**config.mk**
```make
export PLATFORM = sky130hd
export DESIGN_NAME = nmea_rmc_sentence_parser_core
export DESIGN_NICKNAME = d
export VERILOG_FILES = /design/src/rtl/core/nrmc_pkg.sv /design/src/rtl/core/nrmc_cksum.sv /design/src/rtl/core/nrmc_numconv.sv /design/src/rtl/core/nrmc_fields.sv /design/src/rtl/core/nmea_rmc_sentence_parser_core.sv
export SDC_FILE = /design/constraint.sdc
export NUM_CORES = 2
export LEC_CHECK = 0
export BUFFER_PORTS_ARGS = -buffer_cell sky130_fd_sc_hd__buf_4
export CORE_MARGIN = 2
export CORE_UTILIZATION = 55
export DETAILED_ROUTE_END_ITERATION = 8
export PLACE_DENSITY = 0.74
export SETUP_SLACK_MARGIN = 0.4
export SYNTH_ARGS = -nofsm -noshare
export SYNTH_HDL_FRONTEND = slang
export SYNTH_SLANG_ARGS = --single-unit
```
**constraint.sdc**
```tcl
create_clock -name i_clk -period 12.7 [get_ports i_clk]
set_clock_uncertainty 0.15 [all_clocks]
set_input_delay 2.54 -clock i_clk [delete_from_list [all_inputs] [get_ports i_clk]]
set_output_delay 2.54 -clock i_clk [all_outputs]
set_load 0.01 [all_outputs]
```
**src/rtl/core/nrmc_pkg.sv**
```systemverilog
// shared types, constants and helper functions of the rmc sentence parser
`default_nettype none

package nrmc_pkg;

    // fixed-point precision and sentence length
    localparam int POS_FRAC_DIGITS    = 5;
    localparam int RATE_FRAC_DIGITS   = 3;
    localparam int MAX_SENTENCE_BYTES = 256;
    localparam int POS_W              = $clog2(MAX_SENTENCE_BYTES + 1);

    localparam int NUM_W     = 34;
    localparam int NUM_SLOTS = 6;
    localparam int CHR_SLOTS = 4;
    localparam int NSLOT_W   = $clog2(NUM_SLOTS);
    localparam int CSLOT_W   = $clog2(CHR_SLOTS);
    localparam int FIELD_W   = 4;
    localparam int FRAC_W    = 3;
    localparam int DIG_W     = 4;
    localparam int WIDE_W    = NUM_W + 4;

    localparam logic [FRAC_W-1:0] POS_FRAC  = FRAC_W'(POS_FRAC_DIGITS);
    localparam logic [FRAC_W-1:0] RATE_FRAC = FRAC_W'(RATE_FRAC_DIGITS);

    localparam logic [NUM_W-1:0] MAX_LAT  = NUM_W'(64'd999999999);
    localparam logic [NUM_W-1:0] MAX_LON  = NUM_W'(64'd9999999999);
    localparam logic [NUM_W-1:0] MAX_RATE = NUM_W'(64'd9999999);

    localparam logic [DIG_W-1:0] TIME_DIGITS = DIG_W'(8);
    localparam logic [DIG_W-1:0] DATE_DIGITS = DIG_W'(6);

    localparam logic [POS_W-1:0] POS_LIMIT      = POS_W'(MAX_SENTENCE_BYTES);
    localparam logic [POS_W-1:0] HEADER_LEN     = POS_W'(6);
    localparam logic [POS_W-1:0] HEADER_MIN_END = POS_W'(5);

    // characters
    localparam logic [7:0] CH_STAR  = 8'h2A;
    localparam logic [7:0] CH_COMMA = 8'h2C;
    localparam logic [7:0] CH_POINT = 8'h2E;
    localparam logic [7:0] CH_ZERO  = 8'h30;
    localparam logic [7:0] CH_NINE  = 8'h39;

    // comma field numbers
    localparam logic [FIELD_W-1:0] F_HEADER  = FIELD_W'(0);
    localparam logic [FIELD_W-1:0] F_TIME    = FIELD_W'(1);
    localparam logic [FIELD_W-1:0] F_STATUS  = FIELD_W'(2);
    localparam logic [FIELD_W-1:0] F_LAT     = FIELD_W'(3);
    localparam logic [FIELD_W-1:0] F_LAT_HEM = FIELD_W'(4);
    localparam logic [FIELD_W-1:0] F_LON     = FIELD_W'(5);
    localparam logic [FIELD_W-1:0] F_LON_HEM = FIELD_W'(6);
    localparam logic [FIELD_W-1:0] F_SPEED   = FIELD_W'(7);
    localparam logic [FIELD_W-1:0] F_HEADING = FIELD_W'(8);
    localparam logic [FIELD_W-1:0] F_DATE    = FIELD_W'(9);
    localparam logic [FIELD_W-1:0] F_MODE    = FIELD_W'(10);

    // storage slots
    localparam logic [NSLOT_W-1:0] S_TIME    = NSLOT_W'(0);
    localparam logic [NSLOT_W-1:0] S_LAT     = NSLOT_W'(1);
    localparam logic [NSLOT_W-1:0] S_LON     = NSLOT_W'(2);
    localparam logic [NSLOT_W-1:0] S_SPEED   = NSLOT_W'(3);
    localparam logic [NSLOT_W-1:0] S_HEADING = NSLOT_W'(4);
    localparam logic [NSLOT_W-1:0] S_DATE    = NSLOT_W'(5);

    localparam logic [CSLOT_W-1:0] C_STATUS  = CSLOT_W'(0);
    localparam logic [CSLOT_W-1:0] C_LAT_HEM = CSLOT_W'(1);
    localparam logic [CSLOT_W-1:0] C_LON_HEM = CSLOT_W'(2);
    localparam logic [CSLOT_W-1:0] C_MODE    = CSLOT_W'(3);

    typedef enum logic [2:0] {
        FK_HEADER,
        FK_TIME,
        FK_DATE,
        FK_DECIMAL,
        FK_CHAR
    } t_field_kind;

    // per-field conversion progress
    typedef struct packed {
        logic              point;
        logic              stop;
        logic [FRAC_W-1:0] frac_cnt;
        logic [DIG_W-1:0]  dig_cnt;
    } t_num_state;

    typedef struct packed {
        logic star_seen;
        logic sum_ok;
    } t_cks_stat;

    typedef struct packed {
        logic [31:0] time_bcd;
        logic [7:0]  fix_status;
        logic [29:0] latitude;
        logic [7:0]  lat_hemisphere;
        logic [33:0] longitude;
        logic [7:0]  lon_hemisphere;
        logic [23:0] ground_speed;
        logic [23:0] heading;
        logic [23:0] date_bcd;
        logic [7:0]  fix_mode;
    } t_record;

    typedef struct packed {
        logic    ok;
        t_record rec;
    } t_result;

    function automatic t_field_kind field_kind(input logic [FIELD_W-1:0] fn);
        t_field_kind k;
        unique case (fn)
            F_HEADER:                               k = FK_HEADER;
            F_TIME:                                 k = FK_TIME;
            F_DATE:                                 k = FK_DATE;
            F_LAT, F_LON, F_SPEED, F_HEADING:       k = FK_DECIMAL;
            default:                                k = FK_CHAR;
        endcase
        return k;
    endfunction

    function automatic logic [NSLOT_W-1:0] num_slot(input logic [FIELD_W-1:0] fn);
        logic [NSLOT_W-1:0] s;
        unique case (fn)
            F_LAT:     s = S_LAT;
            F_LON:     s = S_LON;
            F_SPEED:   s = S_SPEED;
            F_HEADING: s = S_HEADING;
            F_DATE:    s = S_DATE;
            default:   s = S_TIME;
        endcase
        return s;
    endfunction

    function automatic logic [CSLOT_W-1:0] chr_slot(input logic [FIELD_W-1:0] fn);
        logic [CSLOT_W-1:0] s;
        unique case (fn)
            F_LAT_HEM: s = C_LAT_HEM;
            F_LON_HEM: s = C_LON_HEM;
            F_MODE:    s = C_MODE;
            default:   s = C_STATUS;
        endcase
        return s;
    endfunction

    function automatic logic [FRAC_W-1:0] dec_frac(input logic [FIELD_W-1:0] fn);
        return ((fn == F_LAT) || (fn == F_LON)) ? POS_FRAC : RATE_FRAC;
    endfunction

    function automatic logic [NUM_W-1:0] dec_max(input logic [FIELD_W-1:0] fn);
        logic [NUM_W-1:0] m;
        unique case (fn)
            F_LAT:   m = MAX_LAT;
            F_LON:   m = MAX_LON;
            default: m = MAX_RATE;
        endcase
        return m;
    endfunction

    function automatic logic [7:0] header_char(input logic [2:0] idx);
        logic [7:0] c;
        case (idx)
            3'd0:    c = 8'h24;  // '$'
            3'd1:    c = 8'h47;  // 'G'
            3'd2:    c = 8'h4E;  // 'N'
            3'd3:    c = 8'h52;  // 'R'
            3'd4:    c = 8'h4D;  // 'M'
            3'd5:    c = 8'h43;  // 'C'
            default: c = 8'h00;
        endcase
        return c;
    endfunction

    function automatic logic [23:0] pow10(input logic [FRAC_W-1:0] k);
        logic [23:0] p;
        case (k)
            3'd0:    p = 24'd1;
            3'd1:    p = 24'd10;
            3'd2:    p = 24'd100;
            3'd3:    p = 24'd1000;
            3'd4:    p = 24'd10000;
            3'd5:    p = 24'd100000;
            3'd6:    p = 24'd1000000;
            default: p = 24'd10000000;
        endcase
        return p;
    endfunction

endpackage

`default_nettype wire

```
**src/rtl/core/nrmc_cksum.sv**
```systemverilog
// star detection, running xor and received checksum digits
`default_nettype none

module nrmc_cksum (
    input  wire logic               i_clk,
    input  wire logic               i_rst_n,
    input  wire logic               i_step,
    input  wire logic [7:0]         i_byte,
    input  wire logic               i_last,
    input  wire logic               i_pos_first,
    output nrmc_pkg::t_cks_stat     o_stat
);

    logic       r_star, n_star;
    logic [7:0] r_xor, n_xor;
    logic [7:0] r_recv, n_recv;
    logic [1:0] r_hex_cnt, n_hex_cnt;
    logic [3:0] hex_val;
    logic       hex_ok;

    always_comb begin
        hex_ok  = 1'b1;
        hex_val = i_byte[3:0];
        if (i_byte >= 8'h30 && i_byte <= 8'h39) begin
            hex_val = i_byte[3:0];
        end else if ((i_byte >= 8'h61 && i_byte <= 8'h66) ||
                     (i_byte >= 8'h41 && i_byte <= 8'h46)) begin
            hex_val = i_byte[3:0] + 4'd9;
        end else begin
            hex_ok = 1'b0;
        end
    end

    always_comb begin
        n_star    = r_star;
        n_xor     = r_xor;
        n_recv    = r_recv;
        n_hex_cnt = r_hex_cnt;
        if (i_step) begin
            if (!r_star) begin
                if (i_byte == nrmc_pkg::CH_STAR) begin
                    n_star = 1'b1;
                end else if (!i_pos_first) begin
                    n_xor = r_xor ^ i_byte;
                end
            end else if (r_hex_cnt < 2'd2) begin
                if (!hex_ok) begin
                    n_hex_cnt = 2'd3;
                end else begin
                    n_recv    = {r_recv[3:0], hex_val};
                    n_hex_cnt = r_hex_cnt + 2'd1;
                end
            end
        end
        o_stat.star_seen = r_star;
        o_stat.sum_ok    = !n_star || (n_xor == n_recv);
    end

    always_ff @(posedge i_clk) begin
        if (!i_rst_n) begin
            r_star    <= 1'b0;
            r_xor     <= '0;
            r_recv    <= '0;
            r_hex_cnt <= '0;
        end else if (i_step && i_last) begin
            r_star    <= 1'b0;
            r_xor     <= '0;
            r_recv    <= '0;
            r_hex_cnt <= '0;
        end else begin
            r_star    <= n_star;
            r_xor     <= n_xor;
            r_recv    <= n_recv;
            r_hex_cnt <= n_hex_cnt;
        end
    end

endmodule

`default_nettype wire

```
**src/rtl/core/nrmc_numconv.sv**
```systemverilog
// one byte of bcd or saturating fixed-point conversion
`default_nettype none

module nrmc_numconv (
    input  wire logic [7:0]                         i_byte,
    input  wire nrmc_pkg::t_field_kind              i_kind,
    input  wire logic [nrmc_pkg::NUM_W-1:0]         i_value,
    input  wire nrmc_pkg::t_num_state               i_state,
    input  wire logic [nrmc_pkg::FRAC_W-1:0]        i_frac,
    input  wire logic [nrmc_pkg::NUM_W-1:0]         i_max,
    output logic [nrmc_pkg::NUM_W-1:0]              o_value,
    output nrmc_pkg::t_num_state                    o_state
);

    logic                                is_digit;
    logic [3:0]                          digit;
    logic [nrmc_pkg::DIG_W-1:0]          ndig;
    logic [nrmc_pkg::DIG_W-1:0]          nib;
    logic [nrmc_pkg::FRAC_W-1:0]         frac_inc;
    logic [nrmc_pkg::FRAC_W-1:0]         weight_idx;
    logic [27:0]                         weighted;
    logic [nrmc_pkg::WIDE_W-1:0]         base;
    logic [nrmc_pkg::WIDE_W-1:0]         sum;

    always_comb begin
        is_digit   = (i_byte >= nrmc_pkg::CH_ZERO) && (i_byte <= nrmc_pkg::CH_NINE);
        digit      = i_byte[3:0];
        ndig       = (i_kind == nrmc_pkg::FK_TIME) ? nrmc_pkg::TIME_DIGITS
                                                   : nrmc_pkg::DATE_DIGITS;
        nib        = ndig - i_state.dig_cnt - nrmc_pkg::DIG_W'(1);
        frac_inc   = i_state.frac_cnt + nrmc_pkg::FRAC_W'(1);
        // integer digits weigh 10^frac, fraction digits one place less each
        weight_idx = i_state.point ? (i_frac - frac_inc) : i_frac;
        weighted   = {24'd0, digit} * {4'd0, nrmc_pkg::pow10(weight_idx)};
        base       = i_state.point ? nrmc_pkg::WIDE_W'(i_value)
                                   : (nrmc_pkg::WIDE_W'(i_value) << 3)
                                     + (nrmc_pkg::WIDE_W'(i_value) << 1);
        sum        = base + nrmc_pkg::WIDE_W'(weighted);
    end

    always_comb begin
        o_value = i_value;
        o_state = i_state;
        if (!i_state.stop) begin
            unique case (i_kind) inside
                nrmc_pkg::FK_TIME, nrmc_pkg::FK_DATE: begin
                    if (is_digit) begin
                        if (i_state.dig_cnt < ndig) begin
                            o_value = i_value | (nrmc_pkg::NUM_W'(digit) << {nib, 2'b00});
                            o_state.dig_cnt = i_state.dig_cnt + nrmc_pkg::DIG_W'(1);
                        end
                    end else if (i_kind == nrmc_pkg::FK_TIME &&
                                 i_byte == nrmc_pkg::CH_POINT && !i_state.point) begin
                        o_state.point = 1'b1;
                    end else begin
                        o_state.stop = 1'b1;
                    end
                end
                nrmc_pkg::FK_DECIMAL: begin
                    if (is_digit) begin
                        if (!i_state.point || i_state.frac_cnt < i_frac) begin
                            if (i_state.point) begin
                                o_state.frac_cnt = frac_inc;
                            end
                            o_value = (sum > nrmc_pkg::WIDE_W'(i_max)) ? i_max
                                                                       : sum[nrmc_pkg::NUM_W-1:0];
                        end
                    end else if (i_byte == nrmc_pkg::CH_POINT && !i_state.point) begin
                        o_state.point = 1'b1;
                    end else begin
                        o_state.stop = 1'b1;
                    end
                end
                nrmc_pkg::FK_HEADER, nrmc_pkg::FK_CHAR: begin
                    o_value = i_value;
                end
                default: begin
                    o_value = i_value;
                end
            endcase
        end
    end

endmodule

`default_nettype wire

```
**src/rtl/core/nrmc_fields.sv**
```systemverilog
// comma field tracking, header check, working and committed record
`default_nettype none

module nrmc_fields (
    input  wire logic               i_clk,
    input  wire logic               i_rst_n,
    input  wire logic               i_step,
    input  wire logic [7:0]         i_byte,
    input  wire logic               i_last,
    input  wire nrmc_pkg::t_cks_stat i_cks,
    output logic                    o_pos_first,
    output nrmc_pkg::t_result       o_result
);

    logic [nrmc_pkg::POS_W-1:0]   r_pos, n_pos;
    logic [nrmc_pkg::FIELD_W-1:0] r_field, n_field;
    logic                         r_hdr, n_hdr;
    logic                         r_started, n_started;
    nrmc_pkg::t_num_state         r_num, n_num;

    logic [nrmc_pkg::NUM_W-1:0] r_work_num [nrmc_pkg::NUM_SLOTS];
    logic [nrmc_pkg::NUM_W-1:0] n_work_num [nrmc_pkg::NUM_SLOTS];
    logic [7:0]                 r_work_chr [nrmc_pkg::CHR_SLOTS];
    logic [7:0]                 n_work_chr [nrmc_pkg::CHR_SLOTS];
    logic [nrmc_pkg::NUM_W-1:0] r_kept_num [nrmc_pkg::NUM_SLOTS];
    logic [7:0]                 r_kept_chr [nrmc_pkg::CHR_SLOTS];
    logic [nrmc_pkg::NUM_W-1:0] c_kept_num [nrmc_pkg::NUM_SLOTS];
    logic [7:0]                 c_kept_chr [nrmc_pkg::CHR_SLOTS];

    nrmc_pkg::t_field_kind         kind;
    logic [nrmc_pkg::NSLOT_W-1:0]  nslot;
    logic [nrmc_pkg::CSLOT_W-1:0]  cslot;
    logic [nrmc_pkg::NUM_W-1:0]    conv_base;
    logic [nrmc_pkg::NUM_W-1:0]    conv_value;
    nrmc_pkg::t_num_state          conv_state;
    logic                          parse_en;
    logic                          hdr_final;
    logic                          ok;

    assign kind        = nrmc_pkg::field_kind(r_field);
    assign nslot       = nrmc_pkg::num_slot(r_field);
    assign cslot       = nrmc_pkg::chr_slot(r_field);
    assign conv_base   = r_started ? r_work_num[nslot] : '0;
    assign o_pos_first = (r_pos == '0);

    nrmc_numconv u_conv (
        .i_byte  (i_byte),
        .i_kind  (kind),
        .i_value (conv_base),
        .i_state (r_num),
        .i_frac  (nrmc_pkg::dec_frac(r_field)),
        .i_max   (nrmc_pkg::dec_max(r_field)),
        .o_value (conv_value),
        .o_state (conv_state)
    );

    always_comb begin
        n_pos      = r_pos;
        n_field    = r_field;
        n_hdr      = r_hdr;
        n_started  = r_started;
        n_num      = r_num;
        n_work_num = r_work_num;
        n_work_chr = r_work_chr;
        parse_en   = !i_cks.star_seen && (i_byte != nrmc_pkg::CH_STAR) &&
                     (r_pos < nrmc_pkg::POS_LIMIT);
        if (i_step) begin
            // a star inside the header field fails the header
            if (!i_cks.star_seen && i_byte == nrmc_pkg::CH_STAR &&
                r_field == nrmc_pkg::F_HEADER) begin
                n_hdr = 1'b0;
            end
            if (parse_en) begin
                if (i_byte == nrmc_pkg::CH_COMMA && r_field < nrmc_pkg::F_MODE) begin
                    if (r_field == nrmc_pkg::F_HEADER && r_pos != nrmc_pkg::HEADER_LEN) begin
                        n_hdr = 1'b0;
                    end
                    n_field   = r_field + nrmc_pkg::FIELD_W'(1);
                    n_started = 1'b0;
                    n_num     = '0;
                end else begin
                    unique case (kind) inside
                        nrmc_pkg::FK_HEADER: begin
                            if (r_pos >= nrmc_pkg::HEADER_LEN ||
                                i_byte != nrmc_pkg::header_char(r_pos[2:0])) begin
                                n_hdr = 1'b0;
                            end
                        end
                        nrmc_pkg::FK_CHAR: begin
                            if (!r_started) begin
                                n_work_chr[cslot] = i_byte;
                            end
                            n_started = 1'b1;
                        end
                        nrmc_pkg::FK_TIME, nrmc_pkg::FK_DATE, nrmc_pkg::FK_DECIMAL: begin
                            n_work_num[nslot] = conv_value;
                            n_num             = conv_state;
                            n_started         = 1'b1;
                        end
                        default: begin
                            n_started = r_started;
                        end
                    endcase
                end
            end
            if (r_pos < nrmc_pkg::POS_LIMIT) begin
                n_pos = r_pos + nrmc_pkg::POS_W'(1);
            end
        end
    end

    // commit decision for a closing byte
    always_comb begin
        hdr_final = n_hdr && !(n_field == nrmc_pkg::F_HEADER &&
                               r_pos < nrmc_pkg::HEADER_MIN_END);
        ok        = hdr_final && i_cks.sum_ok;
        if (ok) begin
            c_kept_num = n_work_num;
            c_kept_chr = n_work_chr;
        end else begin
            c_kept_num = r_kept_num;
            c_kept_chr = r_kept_chr;
        end

        o_result.ok                 = ok;
        o_result.rec.time_bcd       = c_kept_num[nrmc_pkg::S_TIME][31:0];
        o_result.rec.fix_status     = c_kept_chr[nrmc_pkg::C_STATUS];
        o_result.rec.latitude       = c_kept_num[nrmc_pkg::S_LAT][29:0];
        o_result.rec.lat_hemisphere = c_kept_chr[nrmc_pkg::C_LAT_HEM];
        o_result.rec.longitude      = c_kept_num[nrmc_pkg::S_LON];
        o_result.rec.lon_hemisphere = c_kept_chr[nrmc_pkg::C_LON_HEM];
        o_result.rec.ground_speed   = c_kept_num[nrmc_pkg::S_SPEED][23:0];
        o_result.rec.heading        = c_kept_num[nrmc_pkg::S_HEADING][23:0];
        o_result.rec.date_bcd       = c_kept_num[nrmc_pkg::S_DATE][23:0];
        o_result.rec.fix_mode       = c_kept_chr[nrmc_pkg::C_MODE];
    end

    always_ff @(posedge i_clk) begin
        if (!i_rst_n) begin
            r_pos      <= '0;
            r_field    <= nrmc_pkg::F_HEADER;
            r_hdr      <= 1'b1;
            r_started  <= 1'b0;
            r_num      <= '0;
            r_work_num <= '{default: '0};
            r_work_chr <= '{default: '0};
            r_kept_num <= '{default: '0};
            r_kept_chr <= '{default: '0};
        end else if (i_step && i_last) begin
            r_pos      <= '0;
            r_field    <= nrmc_pkg::F_HEADER;
            r_hdr      <= 1'b1;
            r_started  <= 1'b0;
            r_num      <= '0;
            r_work_num <= c_kept_num;
            r_work_chr <= c_kept_chr;
            r_kept_num <= c_kept_num;
            r_kept_chr <= c_kept_chr;
        end else begin
            r_pos      <= n_pos;
            r_field    <= n_field;
            r_hdr      <= n_hdr;
            r_started  <= n_started;
            r_num      <= n_num;
            r_work_num <= n_work_num;
            r_work_chr <= n_work_chr;
        end
    end

endmodule

`default_nettype wire

```
**src/rtl/core/nmea_rmc_sentence_parser_core.sv**
```systemverilog
// top level of the streaming rmc sentence parser
`default_nettype none

// GNRMC sentence parser. Feed one sentence character per item, starting at
// '$', with i_last high on the final character. Each item passes through an
// input register and then a single update of the parse state (field counter,
// header check, xor checksum, one number converter shared by all numeric
// fields), so a new item can be accepted every cycle while the input side is
// not held. The final character of a sentence produces one result item via
// the input register and the result register: o_ok says the header read
// "$GNRMC" and the checksum after '*' matched (or no star was sent), and the
// record fields always show the last committed sentence, which is replaced
// only when ok is high. Empty fields keep their previous value. Only a final
// character that meets a full, stalled result register holds the input side;
// other characters keep flowing. There are no configuration registers and no
// clearing pass after reset; the committed record starts at zero.
module nmea_rmc_sentence_parser_core (
    input  wire logic        i_clk,
    input  wire logic        i_rst_n,
    // character input channel
    input  wire logic        i_valid,
    output logic             o_stall,
    input  wire logic [7:0]  i_byte_req,
    input  wire logic        i_last,
    // result channel
    output logic             o_valid,
    input  wire logic        i_stall,
    output logic             o_ok,
    output logic [31:0]      o_time_bcd,
    output logic [7:0]       o_fix_status,
    output logic [29:0]      o_latitude,
    output logic [7:0]       o_lat_hemisphere,
    output logic [33:0]      o_longitude,
    output logic [7:0]       o_lon_hemisphere,
    output logic [23:0]      o_ground_speed,
    output logic [23:0]      o_heading,
    output logic [23:0]      o_date_bcd,
    output logic [7:0]       o_fix_mode
);

    // input register
    logic       r_in_valid;
    logic [7:0] r_in_byte;
    logic       r_in_last;

    // result register
    logic               r_out_valid;
    nrmc_pkg::t_result  r_out;

    logic               hold;
    logic               step;
    logic               pos_first;
    nrmc_pkg::t_cks_stat cks_stat;
    nrmc_pkg::t_result  result;

    // a closing item cannot move on while the previous result sits unclaimed
    assign hold    = r_in_valid && r_in_last && r_out_valid && i_stall;
    assign step    = r_in_valid && !hold;
    assign o_stall = hold;

    always_ff @(posedge i_clk) begin
        if (!i_rst_n) begin
            r_in_valid <= 1'b0;
        end else if (!hold) begin
            r_in_valid <= i_valid;
        end
    end

    always_ff @(posedge i_clk) begin
        if (!hold && i_valid) begin
            r_in_byte <= i_byte_req;
            r_in_last <= i_last;
        end
    end

    nrmc_cksum u_cksum (
        .i_clk       (i_clk),
        .i_rst_n     (i_rst_n),
        .i_step      (step),
        .i_byte      (r_in_byte),
        .i_last      (r_in_last),
        .i_pos_first (pos_first),
        .o_stat      (cks_stat)
    );

    nrmc_fields u_fields (
        .i_clk       (i_clk),
        .i_rst_n     (i_rst_n),
        .i_step      (step),
        .i_byte      (r_in_byte),
        .i_last      (r_in_last),
        .i_cks       (cks_stat),
        .o_pos_first (pos_first),
        .o_result    (result)
    );

    // result register: loads on a closing item, empties when taken
    always_ff @(posedge i_clk) begin
        if (!i_rst_n) begin
            r_out_valid <= 1'b0;
        end else if (step && r_in_last) begin
            r_out_valid <= 1'b1;
        end else if (!i_stall) begin
            r_out_valid <= 1'b0;
        end
    end

    always_ff @(posedge i_clk) begin
        if (step && r_in_last) begin
            r_out <= result;
        end
    end

    assign o_valid          = r_out_valid;
    assign o_ok             = r_out.ok;
    assign o_time_bcd       = r_out.rec.time_bcd;
    assign o_fix_status     = r_out.rec.fix_status;
    assign o_latitude       = r_out.rec.latitude;
    assign o_lat_hemisphere = r_out.rec.lat_hemisphere;
    assign o_longitude      = r_out.rec.longitude;
    assign o_lon_hemisphere = r_out.rec.lon_hemisphere;
    assign o_ground_speed   = r_out.rec.ground_speed;
    assign o_heading        = r_out.rec.heading;
    assign o_date_bcd       = r_out.rec.date_bcd;
    assign o_fix_mode       = r_out.rec.fix_mode;

endmodule

`default_nettype wire

```
==> flow_summary.toml <==
[outcome]
result_of_the_run = "finished, final reports clean"

[die]
die_y_extent_um = 270
io-pin-count = 216
core_area_um2 = 70100
rows = 97
dieArea_um2 = 73100
chip_width_um = 270
initial_core_util = 0.556

[global_routing]
antenna_found_initial = 6
groute.usage.overall = 0.348
grt_max_degree = 165
via_count_of_the_first_global_routing_pass = 33100
wire_length_of_the_first_global_routing_pass_mm = 198
overflow = 0

[hold_path]
min-delay-start = "u_fields.r_kept_chr[9]$_SDFFE_PN0P_"
min_path_cells = 2
class_of_the_tightest_hold_or_removal_check = "reg2reg"

[synth]
synthesis.area_per_instance_um2 = 8.88
yosys_most_used_dff = "sky130_fd_sc_hd__dfxtp_1"
synth.cells.most_frequent = "sky130_fd_sc_hd__nand2_1, sky130_fd_sc_hd__dfxtp_1, sky130_fd_sc_hd__a21oi_1, sky130_fd_sc_hd__o21ai_0, sky130_fd_sc_hd__nor2_1"
synthesis.instances = 4391
synthDominantAreaCellType = "sky130_fd_sc_hd__dfxtp_1"
synth_seq_cells = 727
yosysSeqAreaShare = 0.427
async_flop_share = 0
synth_most_common_cell = "sky130_fd_sc_hd__nand2_1"
synth.cell_area_um2 = 39000
synth-edff-count = 210
synth.lib_cells_used.distinct = 114
yosysTopAreaCellShare = 0.265
mappedNetlistNets = 4577
ys_warn_count = 0
synth.top_cells.by_area = "sky130_fd_sc_hd__dfxtp_1, sky130_fd_sc_hd__edfxtp_1, sky130_fd_sc_hd__nand2_1"

[placed_design]
placed_cell_area_um2 = 41600
numPlacedInstances = 5352
place.detailed.hpwl_mm = 89.1
portBuffers = 215
gp_routability_congestion = 1.03

[timing]
finalSetupTns_ps = 0
timing.max_slew.rel_slack = 0.193
fmax_mhz = 85.5
period_minus_slack_ps = 11690
setup_repair_after_global_routing_missed_its_margin = "no"
setup_violating_endpoint_count_in_the_final_report = 0
slew_violations = 0
hold_violations = 0
worstMarginPinSlew_ps = 1210
final_clock_period_utilization_by_the_worst_path = 0.921

[setup_path]
worst_setup_sp = "u_fields.r_field[1]$_SDFF_PP0_"
timing.setup.critical_path_class = "reg2reg"
crit_slowest_cell = "sky130_fd_sc_hd__o21ai_0"
worst_setup_path_end_kind = "register"
cp-start-kind = "register"
worst_r2r_path_depth = 37
worst_ep_required_time_ps = 12890
cp_slowest_stage_delay_ps = 880
worst-path-max-fanout = 41
timing.critical_path.arrival_ps = 11880
worst_r2r_startpoint = "u_fields.r_field[1]$_SDFF_PP0_"

[cts]
tritoncts = "done"
h-tree-depth = 3
cts_root_buffer = "sky130_fd_sc_hd__clkbuf_16"
number_of_clock_buffers_inserted_by_tritoncts = 73
cts_buffer_depth = 3
clkSlewWorstSetupHoldPaths_ps = 60
insertion_delay_ps = 650
clkSinkCount = 727
cts_setup_buffers = 0
holdBufCountCts = 0

[power]
leakage_nw = 16.6
ir_drop_v = 0.0000981
p_per_area_nw_per_um2 = 114

[route]
via_per_inst = 6.37
drt_first_pass_iters = 6
drc = 0
ant_nets = 0
wl_mm = 131
wl_per_cell_um = 23.8
detail_route.iter0.violations = 4310
detailroute.via_count = 34900

[job]
drv_cap = 0

[finish]
filler_cell_count = 5951
nNetsFinal = 4673
fin_cells = 5489
finalInstanceArea_um2 = 44000
area_of_combinational_cells_with_multiple_inputs_um2 = 20700
ratio_of_cells_with_drive_above_1_in_the_final_layout = 0.149
area_delta_synth_final_pct = 12.9
sequential_cell_area_um2 = 16700
## area by class of cell
| cell class | instances | area share |
|---|---|---|
| diodes | 1 | 0.0000568 |
| clock buffers | 99 | 0.0458 |
| clock inverters | 37 | 0.00886 |
| inverters | 166 | 0.0144 |
| multi-input cells | 3192 | 0.469 |
| flip-flops and latches | 727 | 0.378 |
| well taps | 940 | 0.0267 |
| repair buffers | 327 | 0.0566 |
## report_power, final
part	leakage, nW	internal (W)	switching (W)
registers	5.91	0.00241	0.0000177
logic	9.49	0.000143	0.000280
clock network	1.17	0.00122	0.000963
total	16.6	0.00377	0.00126
## registers in the layout (all words and copies together), names as in the netlist, 9 cells and up
signal               count
u_fields.r_kept_num    204
o_time_bcd              32
o_longitude             34
o_ground_speed          24
o_date_bcd              24
u_fields.r_work_num    204
o_heading               24
u_fields.r_num           9
u_fields.r_kept_chr     32
u_fields.r_work_chr     32
u_fields.r_pos           9
o_latitude              30
## critical path, delay by kind of cell (launching register included)
family                   cells  cell delay [ps]
AO/OA/AOI/OAI               14             4910
XOR/XNOR                     1              170
adder cells (fa/ha/maj)      5             1860
buffers and inverters        4             1010
flip-flops                   1              420
multiplexers                 1              450
AND/OR/NAND/NOR             12             2390
## worst paths after layout
kind	slack, ps	endpoint
max	1010	o_time_bcd[17]$_DFFE_PP_
min	300	u_fields.r_kept_chr[9]$_SDFFE_PN0P_
max reg2reg	1010	o_time_bcd[17]$_DFFE_PP_
min reg2reg	300	u_fields.r_kept_chr[9]$_SDFFE_PN0P_
## placed cells by master, fill, tap and decap left out, types with 32 or more instances in the layout
cell,instances
sky130_fd_sc_hd__a21o_1,36
sky130_fd_sc_hd__a21oi_1,362
sky130_fd_sc_hd__a22o_1,174
sky130_fd_sc_hd__a31oi_1,53
sky130_fd_sc_hd__and2_1,46
sky130_fd_sc_hd__and3_1,32
sky130_fd_sc_hd__buf_4,324
sky130_fd_sc_hd__clkbuf_16,74
sky130_fd_sc_hd__dfxtp_1,516
sky130_fd_sc_hd__edfxtp_1,210
sky130_fd_sc_hd__fa_1,60
sky130_fd_sc_hd__ha_1,112
sky130_fd_sc_hd__inv_1,161
sky130_fd_sc_hd__mux2_2,144
sky130_fd_sc_hd__mux2i_1,48
sky130_fd_sc_hd__nand2_1,744
sky130_fd_sc_hd__nand2b_1,37
sky130_fd_sc_hd__nand3_1,63
sky130_fd_sc_hd__nor2_1,290
sky130_fd_sc_hd__nor3_1,33
sky130_fd_sc_hd__o21ai_0,357
sky130_fd_sc_hd__o221ai_1,41
sky130_fd_sc_hd__o31ai_1,54
sky130_fd_sc_hd__xnor2_1,44
sky130_fd_sc_hd__xor2_1,39
## per-layer routing
metal / track usage / up-vias / wire length (um)
li1: - / 15900 / -
met1: 0.461 / 16700 / 53000
met2: 0.543 / 1852 / 58300
met3: 0.0609 / 407 / 11700
met4: 0.187 / 10 / 7740
met5: 0 / - / 64
## per-stage QoR
stage          power, W  hold WS, ps   util  setup slack (ps)
6_report        0.00503          303  0.628              1010
3_3_place_gp    0.00289          280  0.593              1020
4_1_cts         0.00503          304  0.627               903
5_1_grt         0.00516          327  0.628               393
2_1_floorplan   0.00273          275      -              3030
3_5_place_dp    0.00289          292  0.593               923
## logic make-up (layout without fill, tap and decap cells)
| logic type | count (synthesis) | count (layout) | share of synthesized area |
|---|---|---|---|
| AOI/OAI and AO/OA | 1334 | 1334 | 0.224 |
| xor gates and xnor gates | 84 | 84 | 0.0192 |
| adders and majority gates | 174 | 174 | 0.0673 |
| buffers and inverters | 472 | 629 | 0.0475 |
| DFF | 727 | 727 | 0.427 |
| muxes | 197 | 197 | 0.0562 |
| other | 0 | 1 | 0 |
| and+or+nand+nor | 1403 | 1403 | 0.159 |
## repair_timing
item	CTS	global route
gates resized for setup	0	6
setup endpoints to repair	0	25
endpoints found under the hold margin	0	0
(Power assumes the default switching activity.)
